File: config.mk
export PLATFORM = sky130hd
export DESIGN_NAME = length_prefixed_frame_receiver
export DESIGN_NICKNAME = d
export VERILOG_FILES = /design/src/hw/rtl/lpfr_pkg.sv /design/src/hw/rtl/length_prefixed_frame_receiver.sv /design/src/hw/rtl/lpfr_core.sv /design/src/hw/rtl/lpfr_out_skid.sv
export SDC_FILE = /design/constraint.sdc
export NUM_CORES = 1
export LEC_CHECK = 0
export BUFFER_PORTS_ARGS = -buffer_cell sky130_fd_sc_hd__buf_2
export CAP_MARGIN = 20
export CORE_ASPECT_RATIO = 1.2
export CORE_MARGIN = 2
export CORE_UTILIZATION = 40
export DETAILED_ROUTE_END_ITERATION = 10
export GPL_TIMING_DRIVEN = 0
export SYNTH_ARGS = -nofsm -noshare
export SYNTH_HDL_FRONTEND = slang
export SYNTH_SLANG_ARGS = --single-unit
File: constraint.sdc
create_clock -name clk -period 8.65 [get_ports clk]
set_clock_uncertainty 0.15 [all_clocks]
set_input_delay 1.73 -clock clk [delete_from_list [all_inputs] [get_ports clk]]
set_output_delay 1.73 -clock clk [all_outputs]
set_load 0.1 [all_outputs]
File: src/hw/rtl/lpfr_pkg.sv
// Shared types and constants for the length-prefixed frame receiver.
// Used by every module of the block; it depends on nothing else.
`default_nettype none

package lpfr_pkg;

  // Buffer and header limits.
  localparam int BUFFER_DEPTH     = 4096;
  localparam int MAX_HEADER_BYTES = 4;

  // Widths that follow from the limits above.
  localparam int IDX_W   = $clog2(BUFFER_DEPTH);
  localparam int LEN_W   = IDX_W + 1;
  localparam int ACC_W   = 8 * MAX_HEADER_BYTES;
  localparam int HC_W    = $clog2(MAX_HEADER_BYTES + 1);
  localparam int LANE_W  = 2;
  localparam int CFG_W   = 3;
  localparam int BYTE_W  = 8;

  // Output beat packing: reply byte, store index, store byte, frame length.
  localparam int OUT_FIELDS_W = BYTE_W + IDX_W + BYTE_W + LEN_W;
  localparam int OUT_TDATA_W  = ((OUT_FIELDS_W + 7) / 8) * 8;
  localparam int OUT_PAD_W    = OUT_TDATA_W - OUT_FIELDS_W;
  localparam int OUT_TUSER_W  = 3;

  // Reset value of the header length register.
  localparam logic [CFG_W-1:0] HDR_BYTES_RST = 3'd2;

  // Handshake reply codes.
  localparam logic [BYTE_W-1:0] REPLY_BEGIN = 8'h42;
  localparam logic [BYTE_W-1:0] REPLY_RESET = 8'h52;

  // Input item kinds.
  typedef enum logic {
    OP_BYTE    = 1'b0,
    OP_RELEASE = 1'b1
  } op_t;

  // One result item as it travels from the core to the output stage.
  typedef struct packed {
    logic              reply_valid;
    logic [BYTE_W-1:0] reply_byte;
    logic              store_valid;
    logic [IDX_W-1:0]  store_index;
    logic [BYTE_W-1:0] store_byte;
    logic              frame_done;
    logic [LEN_W-1:0]  frame_length;
  } res_t;

endpackage

`default_nettype wire

File: src/hw/rtl/length_prefixed_frame_receiver.sv
// Length-prefixed frame receiver: top level with input register and ports.
// Depends on lpfr_pkg, lpfr_core and lpfr_out_skid.
//
// Usage:
//   The in_ channel carries one beat per received serial byte or release
//   event (in_tuser bit 0: 0 = byte, 1 = release). The first header_bytes
//   bytes of a frame form a little-endian payload length; at header end one
//   reply beat ('B' accepted, 'R' rejected and restarted) is produced, then
//   one store beat per payload byte, the last one also flagging frame_done.
//   Release beats, and header bytes before the last, give no output beat.
//   The cfg_ channel writes header_bytes; write it only while idle. It is
//   always ready and restarts header collection.
//   An accepted input beat is held in the input register, then decoded into
//   the result register. One beat per cycle is sustained while out_tready
//   stays high. When the receiver stalls, a skid stage absorbs one more
//   result and the input register holds one more beat before in_tready
//   drops.
//   Synchronous reset sets header_bytes to 2, clears the frame state and
//   the pending-frame mark, and empties the input and output registers.
`default_nettype none

module length_prefixed_frame_receiver (
  input  wire logic                             clk,
  input  wire logic                             rst_n,
  // Input beats.
  input  wire logic                             in_tvalid,
  output logic                                  in_tready,
  input  wire logic [lpfr_pkg::BYTE_W-1:0]      in_tdata,   // [7:0] rx_byte
  input  wire logic [0:0]                       in_tuser,   // [0] operation
  // Result beats.
  output logic                                  out_tvalid,
  input  wire logic                             out_tready,
  // [7:0] reply_byte, [19:8] store_index, [27:20] store_byte,
  // [40:28] frame_length, upper bits zero
  output logic [lpfr_pkg::OUT_TDATA_W-1:0]      out_tdata,
  // [0] reply_valid, [1] store_valid, [2] frame_done
  output logic [lpfr_pkg::OUT_TUSER_W-1:0]      out_tuser,
  // Configuration write.
  input  wire logic                             cfg_valid,
  output logic                                  cfg_ready,
  input  wire logic [lpfr_pkg::CFG_W-1:0]       cfg_data
);

  logic                        s1_valid_r;
  logic                        s1_op_r;
  logic [lpfr_pkg::BYTE_W-1:0] s1_byte_r;
  logic                        res_ready;
  logic                        take;
  logic                        res_valid;
  lpfr_pkg::res_t              res;
  lpfr_pkg::res_t              out_res;

  assign cfg_ready = 1'b1;
  assign take      = s1_valid_r && res_ready;
  assign in_tready = !s1_valid_r || take;

  // Input register.
  always_ff @(posedge clk) begin
    if (!rst_n) begin
      s1_valid_r <= 1'b0;
    end else if (in_tready) begin
      s1_valid_r <= in_tvalid;
    end
  end

  always_ff @(posedge clk) begin
    if (in_tready && in_tvalid) begin
      s1_op_r   <= in_tuser[0];
      s1_byte_r <= in_tdata;
    end
  end

  lpfr_core u_core (
    .clk       (clk),
    .rst_n     (rst_n),
    .cfg_we    (cfg_valid && cfg_ready),
    .cfg_wdata (cfg_data),
    .item_fire (take),
    .item_op   (lpfr_pkg::op_t'(s1_op_r)),
    .item_byte (s1_byte_r),
    .res_valid (res_valid),
    .res       (res)
  );

  lpfr_out_skid u_out (
    .clk        (clk),
    .rst_n      (rst_n),
    .push_valid (res_valid),
    .push_data  (res),
    .push_ready (res_ready),
    .out_valid  (out_tvalid),
    .out_data   (out_res),
    .out_ready  (out_tready)
  );

  // Pack the result beat.
  assign out_tdata = {{lpfr_pkg::OUT_PAD_W{1'b0}}, out_res.frame_length,
                      out_res.store_byte, out_res.store_index, out_res.reply_byte};
  assign out_tuser = {out_res.frame_done, out_res.store_valid, out_res.reply_valid};

  // Every result is either a reply or a buffer write, never both.
  a_one_kind: assert property (@(posedge clk) disable iff (!rst_n)
    out_tvalid |-> (out_tuser[0] ^ out_tuser[1]))
    else $error("result beat is neither or both of reply and store");

  // The write that completes a frame is at its last buffer position.
  a_last_index: assert property (@(posedge clk) disable iff (!rst_n)
    (out_tvalid && out_tuser[1] && out_tuser[2]) |->
      (({1'b0, out_tdata[19:8]} + 13'd1) == out_tdata[40:28]))
    else $error("frame completion not on the last payload byte");

  // A frame completed by its reply is an accepted empty frame.
  a_empty_frame: assert property (@(posedge clk) disable iff (!rst_n)
    (out_tvalid && out_tuser[0] && out_tuser[2]) |->
      ((out_tdata[7:0] == lpfr_pkg::REPLY_BEGIN) && (out_tdata[40:28] == '0)))
    else $error("completion on a reply that does not accept an empty frame");

endmodule

`default_nettype wire

File: src/hw/rtl/lpfr_core.sv
// Frame state and per-beat decode of the length-prefixed frame receiver.
// Depends on lpfr_pkg for widths, reply codes and the result struct.
`default_nettype none

module lpfr_core (
  input  wire logic                        clk,
  input  wire logic                        rst_n,
  input  wire logic                        cfg_we,
  input  wire logic [lpfr_pkg::CFG_W-1:0]  cfg_wdata,
  input  wire logic                        item_fire,
  input  wire lpfr_pkg::op_t               item_op,
  input  wire logic [lpfr_pkg::BYTE_W-1:0] item_byte,
  output logic                             res_valid,
  output lpfr_pkg::res_t                   res
);

  logic [lpfr_pkg::CFG_W-1:0] hb_r, hb_nxt;
  logic [lpfr_pkg::ACC_W-1:0] acc_r, acc_nxt;
  logic [lpfr_pkg::HC_W-1:0]  hc_r, hc_nxt;
  logic [lpfr_pkg::LEN_W-1:0] pc_r, pc_nxt;
  logic                       pending_r, pending_nxt;

  logic [lpfr_pkg::HC_W-1:0]  hb_eff;
  logic [lpfr_pkg::HC_W-1:0]  hc_inc;
  logic [lpfr_pkg::ACC_W-1:0] acc_hdr;
  logic [lpfr_pkg::LEN_W-1:0] pc_inc;

  // Effective header length: zero acts as one, large values are clamped.
  always_comb begin
    if (hb_r == '0) begin
      hb_eff = lpfr_pkg::HC_W'(1);
    end else if (32'(hb_r) > lpfr_pkg::MAX_HEADER_BYTES) begin
      hb_eff = lpfr_pkg::HC_W'(lpfr_pkg::MAX_HEADER_BYTES);
    end else begin
      hb_eff = lpfr_pkg::HC_W'(hb_r);
    end
  end

  // Header byte lands in its little-endian lane of the accumulator.
  assign acc_hdr = acc_r | (lpfr_pkg::ACC_W'(item_byte)
                            << {hc_r[lpfr_pkg::LANE_W-1:0], 3'b000});
  assign hc_inc  = hc_r + lpfr_pkg::HC_W'(1);
  assign pc_inc  = pc_r + lpfr_pkg::LEN_W'(1);

  // Next state and result for one beat.
  always_comb begin
    hb_nxt      = hb_r;
    acc_nxt     = acc_r;
    hc_nxt      = hc_r;
    pc_nxt      = pc_r;
    pending_nxt = pending_r;
    res_valid   = 1'b0;
    res         = '0;

    if (cfg_we) begin
      // A new header length restarts collection; a pending frame is kept.
      hb_nxt  = cfg_wdata;
      acc_nxt = '0;
      hc_nxt  = '0;
      pc_nxt  = '0;
    end else if (item_fire) begin
      if (item_op == lpfr_pkg::OP_RELEASE) begin
        pending_nxt = 1'b0;
      end else if (hc_r < hb_eff) begin
        // Header phase.
        acc_nxt = acc_hdr;
        hc_nxt  = hc_inc;
        if (hc_inc == hb_eff) begin
          res_valid       = 1'b1;
          res.reply_valid = 1'b1;
          if (pending_r || (acc_hdr > lpfr_pkg::ACC_W'(lpfr_pkg::BUFFER_DEPTH))) begin
            // Previous frame unreleased or length too large: reject.
            res.reply_byte = lpfr_pkg::REPLY_RESET;
            acc_nxt        = '0;
            hc_nxt         = '0;
            pc_nxt         = '0;
          end else if (acc_hdr == '0) begin
            // An empty frame completes at once.
            res.reply_byte = lpfr_pkg::REPLY_BEGIN;
            res.frame_done = 1'b1;
            pending_nxt    = 1'b1;
            acc_nxt        = '0;
            hc_nxt         = '0;
            pc_nxt         = '0;
          end else begin
            res.reply_byte = lpfr_pkg::REPLY_BEGIN;
            pc_nxt         = '0;
          end
        end
      end else begin
        // Payload phase: every byte becomes a buffer write.
        res_valid       = 1'b1;
        res.store_valid = 1'b1;
        res.store_index = pc_r[lpfr_pkg::IDX_W-1:0];
        res.store_byte  = item_byte;
        pc_nxt          = pc_inc;
        if (lpfr_pkg::ACC_W'(pc_inc) >= acc_r) begin
          res.frame_done   = 1'b1;
          res.frame_length = acc_r[lpfr_pkg::LEN_W-1:0];
          pending_nxt      = 1'b1;
          acc_nxt          = '0;
          hc_nxt           = '0;
          pc_nxt           = '0;
        end
      end
    end
  end

  // State registers.
  always_ff @(posedge clk) begin
    if (!rst_n) begin
      hb_r      <= lpfr_pkg::HDR_BYTES_RST;
      acc_r     <= '0;
      hc_r      <= '0;
      pc_r      <= '0;
      pending_r <= 1'b0;
    end else begin
      hb_r      <= hb_nxt;
      acc_r     <= acc_nxt;
      hc_r      <= hc_nxt;
      pc_r      <= pc_nxt;
      pending_r <= pending_nxt;
    end
  end

endmodule

`default_nettype wire

File: src/hw/rtl/lpfr_out_skid.sv
// Result register with a skid stage for the frame receiver's output beats.
// Depends on lpfr_pkg for the result struct.
`default_nettype none

module lpfr_out_skid (
  input  wire logic           clk,
  input  wire logic           rst_n,
  input  wire logic           push_valid,
  input  wire lpfr_pkg::res_t push_data,
  output logic                push_ready,
  output logic                out_valid,
  output lpfr_pkg::res_t      out_data,
  input  wire logic           out_ready
);

  logic           main_valid_r, main_valid_nxt;
  logic           skid_valid_r, skid_valid_nxt;
  lpfr_pkg::res_t main_r, main_nxt;
  lpfr_pkg::res_t skid_r, skid_nxt;
  logic           pop;

  // Ready comes from a register, so no path runs from out_ready upstream.
  assign push_ready = !skid_valid_r;
  assign pop        = main_valid_r && out_ready;
  assign out_valid  = main_valid_r;
  assign out_data   = main_r;

  // Move beats between the skid and the main register.
  always_comb begin
    main_valid_nxt = main_valid_r;
    skid_valid_nxt = skid_valid_r;
    main_nxt       = main_r;
    skid_nxt       = skid_r;
    if (skid_valid_r) begin
      if (pop) begin
        main_nxt       = skid_r;
        skid_valid_nxt = 1'b0;
      end
    end else if (push_valid) begin
      if (!main_valid_r || pop) begin
        main_nxt       = push_data;
        main_valid_nxt = 1'b1;
      end else begin
        skid_nxt       = push_data;
        skid_valid_nxt = 1'b1;
      end
    end else if (pop) begin
      main_valid_nxt = 1'b0;
    end
  end

  // Valid flags are reset; payload registers are not.
  always_ff @(posedge clk) begin
    if (!rst_n) begin
      main_valid_r <= 1'b0;
      skid_valid_r <= 1'b0;
    end else begin
      main_valid_r <= main_valid_nxt;
      skid_valid_r <= skid_valid_nxt;
    end
  end

  always_ff @(posedge clk) begin
    main_r <= main_nxt;
    skid_r <= skid_nxt;
  end

endmodule

`default_nettype wire

==> Flow_metrics.wiki, run 1 <==
{| class="wikitable"
! Metric !! Value
|-
| Post-CTS Setup Repair Bufs || 0
|-
| Worst-skew pair later-pin latency || approximately 0.43 ns
|-
| Antenna violations before repair || 0
|-
| Number of failing setup endpoints in the final timing report || 0
|-
| Number of cells traversed by the worst register-to-register path || 15
|-
| Number of global-route vias before repair || between 4,000 and 5,000
|-
| Synth warnings || 0
|-
| Overflow left after global routing || 0
|-
| Layout fillers || roughly 1,400
|-
| DRT iter0 DRCs || around 330
|-
| Per-cell via count in the routed design || 5.28
|-
| Root Buffer Master || sky130_fd_sc_hd__clkbuf_16
|-
| Number of levels in the clock H-tree || 4
|-
| Data arrival time of the critical path || approximately 4.2 ns
|-
| Cts-stage hold buffer count || 0
|-
| Floorplan core area || between 0.01 and 0.015 mm²
|-
| Fin Setup TNS || 0 ns
|-
| P_sw || ~350 µW
|-
| Placed Instance Area || 0.00672 mm²
|-
| Combinational cell fraction of total power || 0.059
|-
| Async SR Flop Fraction || 0
|-
| CTS sink cnt || ~140
|-
| IO Pins || between 70 and 80
|-
| Crit path capture type || flop
|-
| Unrepaired setup endpoints after global routing || no
|-
| Worst slack after detailed placement || approximately 4.7 ns
|-
| Flip-flop and latch count after synthesis || between 100 and 150
|-
| Nets@finish || around 640
|-
| Sw Ratio || 0.227
|-
| Cell leakage power || ~3.2 nW
|-
| Input/output buffers || 56
|-
| Number of enable flip-flop cells after synthesis || 83
|-
| Average cell area after synthesis || between 10 and 15 µm²
|-
| Drt drc || 0
|-
| Internal power summed over all cells || ~1.2 mW
|-
| Maximum number of pins on one net before global-route repair || 20
|-
| Starting utilization of the core area || 0.407
|-
| Final Wtd Congestion || just under 0.9
|-
| Total clock buffers created by CTS || 17
|-
| Number of antenna-violating nets in the routed design || 0
|-
| # resized after CTS || 0
|-
| Fraction of final layout cells with drive strength greater than 1 || 0.209
|-
| Wire length of the first global-routing pass || between 20 and 25 mm
|-
| Dominant cell type by area after synthesis || sky130_fd_sc_hd__edfxtp_1
|-
| Clock network fraction of design power || 0.482
|-
| Critical path start-end classification || reg2reg
|-
| Period utilisation layout || 0.458
|-
| Number of slew-limit violations in the final report || 0
|-
| Portion of total power attributed to sequential cells || 0.459
|-
| Detailed-route via count || roughly 4,300
|-
| Post-Syn Area || just over 0.006 mm²
|-
| Worst Max-Slew Pin Slew || ~0.6 ns
|-
| Post-detailed-route wirelength per cell || around 17 µm
|-
| Max-slew headroom at the worst pin || 0.587
|-
| Maximum cell stage delay along the critical path || ~0.45 ns
|-
| Maxcap violations || 0
|-
| Hold WC Path Type || reg2reg
|-
| Crit path required time || slightly below 9 ns
|-
| Maximum count of clock buffers along a single path || 2
|-
| Std-Cell Rows || a little under 50
|-
| Final Routed Wirelength || approximately 14 mm
|-
| Min Clock Period, post-route || between 3 and 4 ns
|-
| Antenna cells || 0
|-
| 1st-pass router iterations || 4
|-
| Synth cell types || 49
|-
| IR Drop Worst-Case VDD || around 0.14 mV
|-
| Crit-path cells || nand3_1 > nor2_1 > and3_1 > clkbuf_1 > nand3_1 > xnor2_1 > ha_1 > a21oi_1 > o22ai_1 > nor2_1 > o31ai_2 > a21oi_2 > clkbuf_1 > nand4b_1 > a21oi_1
|-
| Final non-filler cell area || between 0.007 and 0.008 mm²
|-
| Most used flip-flop cell after synthesis || sky130_fd_sc_hd__edfxtp_1
|-
| Post-synth top area share || 0.411
|-
| Width of the die || around 120 µm
|-
| CP Launch Type || flop
|-
| Clock tree from TritonCTS || built
|-
| Synth Instances || a little over 500
|-
| Highest Clock Rate || between 0.2 and 0.3 GHz
|-
| Worst hold path depth || 1
|-
| Run status || complete, no violations
|-
| Top cells by area in the synthesized netlist || sky130_fd_sc_hd__edfxtp_1 41%, sky130_fd_sc_hd__dfxtp_1 18%, sky130_fd_sc_hd__a32o_1 4.8%, sky130_fd_sc_hd__a21o_1 4.6%, sky130_fd_sc_hd__ha_1 3.7%
|-
| CTS clk-pin slew, worst paths || approximately 0.06 ns
|-
| Final hold violations || 0
|-
| Half-perimeter wire length of the detailed placement result || ~10 mm
|-
| Area growth, synth to finish || 21.0%
|-
| All-Layer GR Usage || 0.179
|-
| Library cell contributing the largest single delay on the critical path || sky130_fd_sc_hd__a21oi_2
|-
| Die outline height || about 140 µm
|-
| Total Die Area || roughly 0.016 mm²
|-
| PwrDens || between 200 and 250 mW/mm²
|-
| Maximum net fanout on the critical path || 10
|-
| Proportion of synthesized chip area in sequential cells || 0.592
|-
| Minimum setup slack in the final design || ~4.7 ns
|}
==> logic make-up after synthesis <==
family                   count (synthesis)  synth area share
AO/OA/AOI/OAI                          130             0.163
XOR/XNOR                                14            0.0202
adder cells (fa/ha/maj)                 18            0.0371
buffers and inverters                   63            0.0505
flip-flops                             138             0.592
multiplexers                             3           0.00495
other                                    2           0.00124
AND/OR/NAND/NOR                        141             0.131
==> final cells by class <==
cell class / instances / area, µm² / area share
buffer: 41 / 224 / 0.0305
clock buffer: 26 / 584 / 0.0796
clock inverter: 6 / 40.0 / 0.00545
inverter: 22 / 82.6 / 0.0112
multi-input combinational: 319 / 2220 / 0.302
sequential: 138 / 3590 / 0.490
tap: 204 / 255 / 0.0348
timing repair buffer: 61 / 344 / 0.0469
==> cells in the final DEF (no fill, tap or decap), types with 4 or more instances in the layout <==
| cell | n |
|---|---|
| sky130_fd_sc_hd__or3_1 | 5 |
| sky130_fd_sc_hd__a21o_1 | 37 |
| sky130_fd_sc_hd__and3_1 | 25 |
| sky130_fd_sc_hd__clkbuf_1 | 20 |
| sky130_fd_sc_hd__nor2_1 | 11 |
| sky130_fd_sc_hd__nor4_1 | 8 |
| sky130_fd_sc_hd__a211oi_1 | 4 |
| sky130_fd_sc_hd__o21ai_0 | 13 |
| sky130_fd_sc_hd__edfxtp_1 | 83 |
| sky130_fd_sc_hd__xnor2_1 | 8 |
| sky130_fd_sc_hd__inv_1 | 21 |
| sky130_fd_sc_hd__a21oi_1 | 20 |
| sky130_fd_sc_hd__ha_1 | 18 |
| sky130_fd_sc_hd__a21oi_2 | 4 |
| sky130_fd_sc_hd__nand2_1 | 25 |
| sky130_fd_sc_hd__xor2_1 | 6 |
| sky130_fd_sc_hd__buf_4 | 15 |
| sky130_fd_sc_hd__dfxtp_1 | 55 |
| sky130_fd_sc_hd__nand3_1 | 18 |
| sky130_fd_sc_hd__buf_6 | 4 |
| sky130_fd_sc_hd__o22ai_1 | 5 |
| sky130_fd_sc_hd__a32o_1 | 29 |
| sky130_fd_sc_hd__conb_1 | 13 |
| sky130_fd_sc_hd__buf_2 | 61 |
| sky130_fd_sc_hd__and2_1 | 24 |
| sky130_fd_sc_hd__nor2b_1 | 7 |
| sky130_fd_sc_hd__clkbuf_8 | 4 |
| sky130_fd_sc_hd__clkbuf_16 | 21 |
==> routing by layer <==
metal | vias up | part of all wire | global-route usage
met1 | 2110 | 0.44 | 0.220
met5 | - | 0 | 0
met2 | 117 | 0.49 | 0.290
met4 | 0 | 0.022 | 0.0752
li1 | 2064 | - | -
met3 | 23 | 0.047 | 0.0520
==> power groups by stage <==
stage	sequential [mW]	clock, mW	combinational [mW]
after floorplan	0.723	0	0.0631
after global placement	0.717	0	0.0876
after detailed placement	0.717	0	0.0896
after CTS	0.703	0.752	0.0899
after global routing	0.704	0.781	0.0972
final	0.703	0.740	0.0904
==> metrics by stage <==
step,utilization,hold slack (ns),power [mW],cells
after CTS,0.493,0.322,1.55,817
after global routing,0.493,0.329,1.58,817
after detailed placement,0.451,0.308,0.807,785
final,0.493,0.320,1.53,817
after floorplan,-,0.284,0.786,520
after global placement,0.446,0.297,0.805,780
==> state kept, by name (all words and copies together) (netlist names) <==
register	count
u_out.out_valid	1
u_core.acc_r	32
u_out.skid_valid_r	1
s1_valid_r	1
u_core.hb_r	3
s1_op_r	1
u_out.skid_r	37
u_core.pending_r	1
u_core.pc_r	13
u_out.out_data	37
s1_byte_r	8
u_core.hc_r	3
==> synth_stat cells (3+ instances only) <==
cell / number
sky130_fd_sc_hd__nand3_1: 18
sky130_fd_sc_hd__mux2i_1: 3
sky130_fd_sc_hd__a32o_1: 29
sky130_fd_sc_hd__ha_1: 18
sky130_fd_sc_hd__nor4_1: 8
sky130_fd_sc_hd__buf_2: 5
sky130_fd_sc_hd__edfxtp_1: 83
sky130_fd_sc_hd__clkbuf_1: 19
sky130_fd_sc_hd__a21oi_2: 4
sky130_fd_sc_hd__nor2b_1: 7
sky130_fd_sc_hd__nand2_1: 25
sky130_fd_sc_hd__and3_1: 25
sky130_fd_sc_hd__o22ai_1: 5
sky130_fd_sc_hd__nand3b_1: 3
sky130_fd_sc_hd__buf_4: 15
sky130_fd_sc_hd__nor4_2: 3
sky130_fd_sc_hd__a211oi_1: 4
sky130_fd_sc_hd__a21o_1: 37
sky130_fd_sc_hd__nor2_1: 11
sky130_fd_sc_hd__xnor2_1: 8
sky130_fd_sc_hd__inv_1: 21
sky130_fd_sc_hd__and2_1: 24
sky130_fd_sc_hd__o21ai_0: 13
sky130_fd_sc_hd__nor3_1: 4
sky130_fd_sc_hd__a21oi_1: 20
sky130_fd_sc_hd__dfxtp_1: 55
sky130_fd_sc_hd__xor2_1: 6
sky130_fd_sc_hd__or3_1: 5
sky130_fd_sc_hd__nand2b_1: 3
==> critical path, delay by kind of cell (launching register included) <==
kind | cells | cell delay, ns
AOI/OAI and AO/OA | 5 | 0.97
adders and majority gates | 1 | 0.29
buffers and inverters | 2 | 0.67
and+or+nand+nor | 6 | 1.14
xor gates and xnor gates | 1 | 0.23
DFF | 1 | 0.43
==> path summary, 6_finish.rpt <==
check                                       from          endpoint  slack (ns)
worst max-delay path              u_core.pc_r[0]    u_core.pc_r[5]        4.69
worst min-delay path            u_core.acc_r[16]  u_core.acc_r[16]        0.32
worst max register to register    u_core.pc_r[0]    u_core.pc_r[5]        4.69
worst min register to register  u_core.acc_r[16]  u_core.acc_r[16]        0.32
Power figures use the tool's default switching activity.
==> inputs of run 2 (changes only) <==
clock period = 4.2 ns   (was 8.65 ns; I/O delays follow)
==> Flow_metrics.wiki, run 2 (synthesis gave the netlist of run 1 again) <==
{| class="wikitable"
! Metric !! Value
|-
| Placed Instance Area || 0.00672 mm² (unchanged)
|-
| CP Launch Type || flop
|-
| Area of the multi-input gates || 0.00223 mm² (+0.39%)
|-
| PwrDens || 435 mW/mm² (+110%)
|-
| Root Buffer Master || sky130_fd_sc_hd__clkbuf_16
|-
| Layout fillers || 1,368 (+1.2%)
|-
| Detailed-route via count || 4,302 (-0.28%)
|-
| Min Clock Period, post-route || 3.79 ns (-0.174 ns)
|-
| Highest Clock Rate || 0.264 GHz (+4.6%)
|-
| Final non-filler cell area || 0.00734 mm² (unchanged)
|-
| Number of cells traversed by the worst register-to-register path || 15 (unchanged)
|-
| Post-CTS Setup Repair Bufs || 0 (unchanged)
|-
| Number of levels in the clock H-tree || 4 (unchanged)
|-
| Unrepaired setup endpoints after global routing || no
|-
| Floorplan core area || 0.0149 mm² (unchanged)
|-
| Crit path required time || 4.39 ns (-4.47 ns)
|-
| Maximum count of clock buffers along a single path || 2 (unchanged)
|-
| Final Routed Wirelength || 13.4 mm (-1.5%)
|-
| Width of the die || 116 µm (unchanged)
|-
| Hold Slack || 0.316 ns (-0.00371 ns)
|-
| Clock tree from TritonCTS || built
|-
| 1st-pass router iterations || 5 (+1)
|-
| Maximum net fanout on the critical path || 10 (unchanged)
|-
| Number of antenna-violating nets in the routed design || 0 (unchanged)
|-
| Non-filler cells, final || 815 (-0.24%)
|-
| Antenna cells || 0 (unchanged)
|-
| Std-Cell Rows || 49 (unchanged)
|-
| Overflow left after global routing || 0 (unchanged)
|-
| IR Drop Worst-Case VDD || 0.264 mV (+87%)
|-
| Number of failing setup endpoints in the final timing report || 0 (unchanged)
|-
| Total clock buffers created by CTS || 17 (unchanged)
|-
| CTS clk-pin slew, worst paths || 0.06 ns (about the same)
|-
| All-Layer GR Usage || 0.176 (-0.00258)
|-
| Highest-count cells in the layout ignoring fill and taps || 83 x sky130_fd_sc_hd__edfxtp_1, 61 x sky130_fd_sc_hd__buf_2, 55 x sky130_fd_sc_hd__dfxtp_1
|-
| Drt drc || 0 (unchanged)
|-
| Antenna violations before repair || 0 (unchanged)
|-
| Cts-stage hold buffer count || 0 (unchanged)
|-
| Nets@finish || 633 (-0.31%)
|-
| Half-perimeter wire length of the detailed placement result || 10.0 mm (-0.15%)
|-
| Leading cell type in the layout, fill and taps excluded || sky130_fd_sc_hd__edfxtp_1
|-
| Total Power || 3.19 mW (+110%)
|-
| Hold WC Path Type || reg2reg
|-
| Area growth, synth to finish || 21.0% (unchanged)
|-
| Fraction of the core area covered by cells at the end of the flow || 0.493 (unchanged)
|-
| Per-cell via count in the routed design || 5.28 (about the same)
|-
| Wire length of the first global-routing pass || 21.7 mm (-0.95%)
|-
| Critical path start-end classification || reg2reg
|-
| Worst hold path depth || 2 (+1)
|-
| Final Wtd Congestion || 0.862 (-1.5%)
|-
| Crit path capture type || flop
|-
| IO Pins || 71 (unchanged)
|-
| Number of slew-limit violations in the final report || 0 (unchanged)
|-
| Data arrival time of the critical path || 3.98 ns (-0.19 ns)
|-
| Starting utilization of the core area || 0.407 (unchanged)
|-
| Maxcap violations || 0 (unchanged)
|-
| Die outline height || 139 µm (unchanged)
|-
| Fraction of final layout cells with drive strength greater than 1 || 0.206 (-0.00259)
|-
| Period utilisation layout || 0.902 (+0.444)
|-
| Number of global-route vias before repair || 4,141 (-3.1%)
|-
| Worst Max-Slew Pin Slew || 0.920 ns (+0.307 ns)
|-
| Run status || complete, no violations
|-
| Max-slew headroom at the worst pin || 0.384 (-0.202)
|-
| CTS sink cnt || 138 (unchanged)
|-
| Total Die Area || 0.0162 mm² (unchanged)
|-
| Post-detailed-route wirelength per cell || 16.5 µm (-1.2%)
|-
| Cells after DPL || 783 (-0.25%)
|-
| Final hold violations || 0 (unchanged)
|-
| Sequential Area || 0.00359 mm² (unchanged)
|-
| Input/output buffers || 56 (unchanged)
|-
| Cell leakage power || 3.25 nW (+2.0%)
|-
| DRT iter0 DRCs || 309 (-6.9%)
|-
| Worst-skew pair later-pin latency || 0.42 ns (about the same)
|-
| Maximum number of pins on one net before global-route repair || 22 (+10%)
|}
==> run 2: path summary, 6_finish.rpt <==
kind,endpoint,slack (ns),from
worst max-delay path,u_core.pc_r[11],0.41,u_core.pc_r[0]
worst min-delay path,u_core.pc_r[12],0.32,u_core.pc_r[12]
worst max register to register,u_core.pc_r[11],0.41,u_core.pc_r[0]
worst min register to register,u_core.pc_r[12],0.32,u_core.pc_r[12]
==> run 2: repair_timing <==
| action | CTS | global route |
|---|---|---|
| setup endpoints to repair | 0 | 30 |
| resized for setup | 0 | 1 |
| hold endpoints to repair | 0 | 0 |
==> run 2: metal layers <==
layer / up-vias / track usage / part of all wire
met1: 2083 / 0.220 / 0.43
met5: - / 0 / 0
met4: 0 / 0.0721 / 0.025
met2: 123 / 0.289 / 0.50
li1: 2073 / - / -
met3: 23 / 0.0433 / 0.047
==> run 2: layout make-up <==
class / count / area share
buffer: 41 / 0.0305
clock buffer: 18 / 0.0585
clock inverter: 14 / 0.0262
inverter: 22 / 0.0112
multi-input combinational: 319 / 0.303
sequential: 138 / 0.490
tap: 204 / 0.0348
timing repair buffer: 59 / 0.0460
==> run 2: worst max-delay path, stage by stage, from the launching register on <==
cell and delay [ns]:
sky130_fd_sc_hd__dfxtp_1 0.43, sky130_fd_sc_hd__ha_1 0.24, sky130_fd_sc_hd__nand3_1 0.17, sky130_fd_sc_hd__nor2_1 0.29
sky130_fd_sc_hd__and3_1 0.24, sky130_fd_sc_hd__nand3_1 0.10, sky130_fd_sc_hd__xnor2_1 0.22, sky130_fd_sc_hd__ha_1 0.28
sky130_fd_sc_hd__nand3_1 0.12, sky130_fd_sc_hd__o22ai_1 0.10, sky130_fd_sc_hd__nor2_1 0.12, sky130_fd_sc_hd__o31ai_2 0.11
sky130_fd_sc_hd__a21oi_2 0.43, sky130_fd_sc_hd__clkbuf_1 0.40, sky130_fd_sc_hd__nand3_1 0.14, sky130_fd_sc_hd__a21oi_1 0.17
==> run 2: power by group <==
group	total [mW]	internal, mW	switching [mW]
sequential	1.45	1.44	0.0125
combinational	0.180	0.0431	0.137
clock	1.57	0.996	0.570
total	3.19	2.47	0.720
==> run 2: per-stage QoR <==
| step | setup TNS, ns | setup WS [ns] |
|---|---|---|
| finish | 0 | 0.412 |
| global route | 0 | 0.00333 |
| CTS | 0 | 0.332 |
| detailed placement | 0 | 0.389 |
| global placement | -47.77 | -0.914 |
| floorplan | 0 | 0.113 |
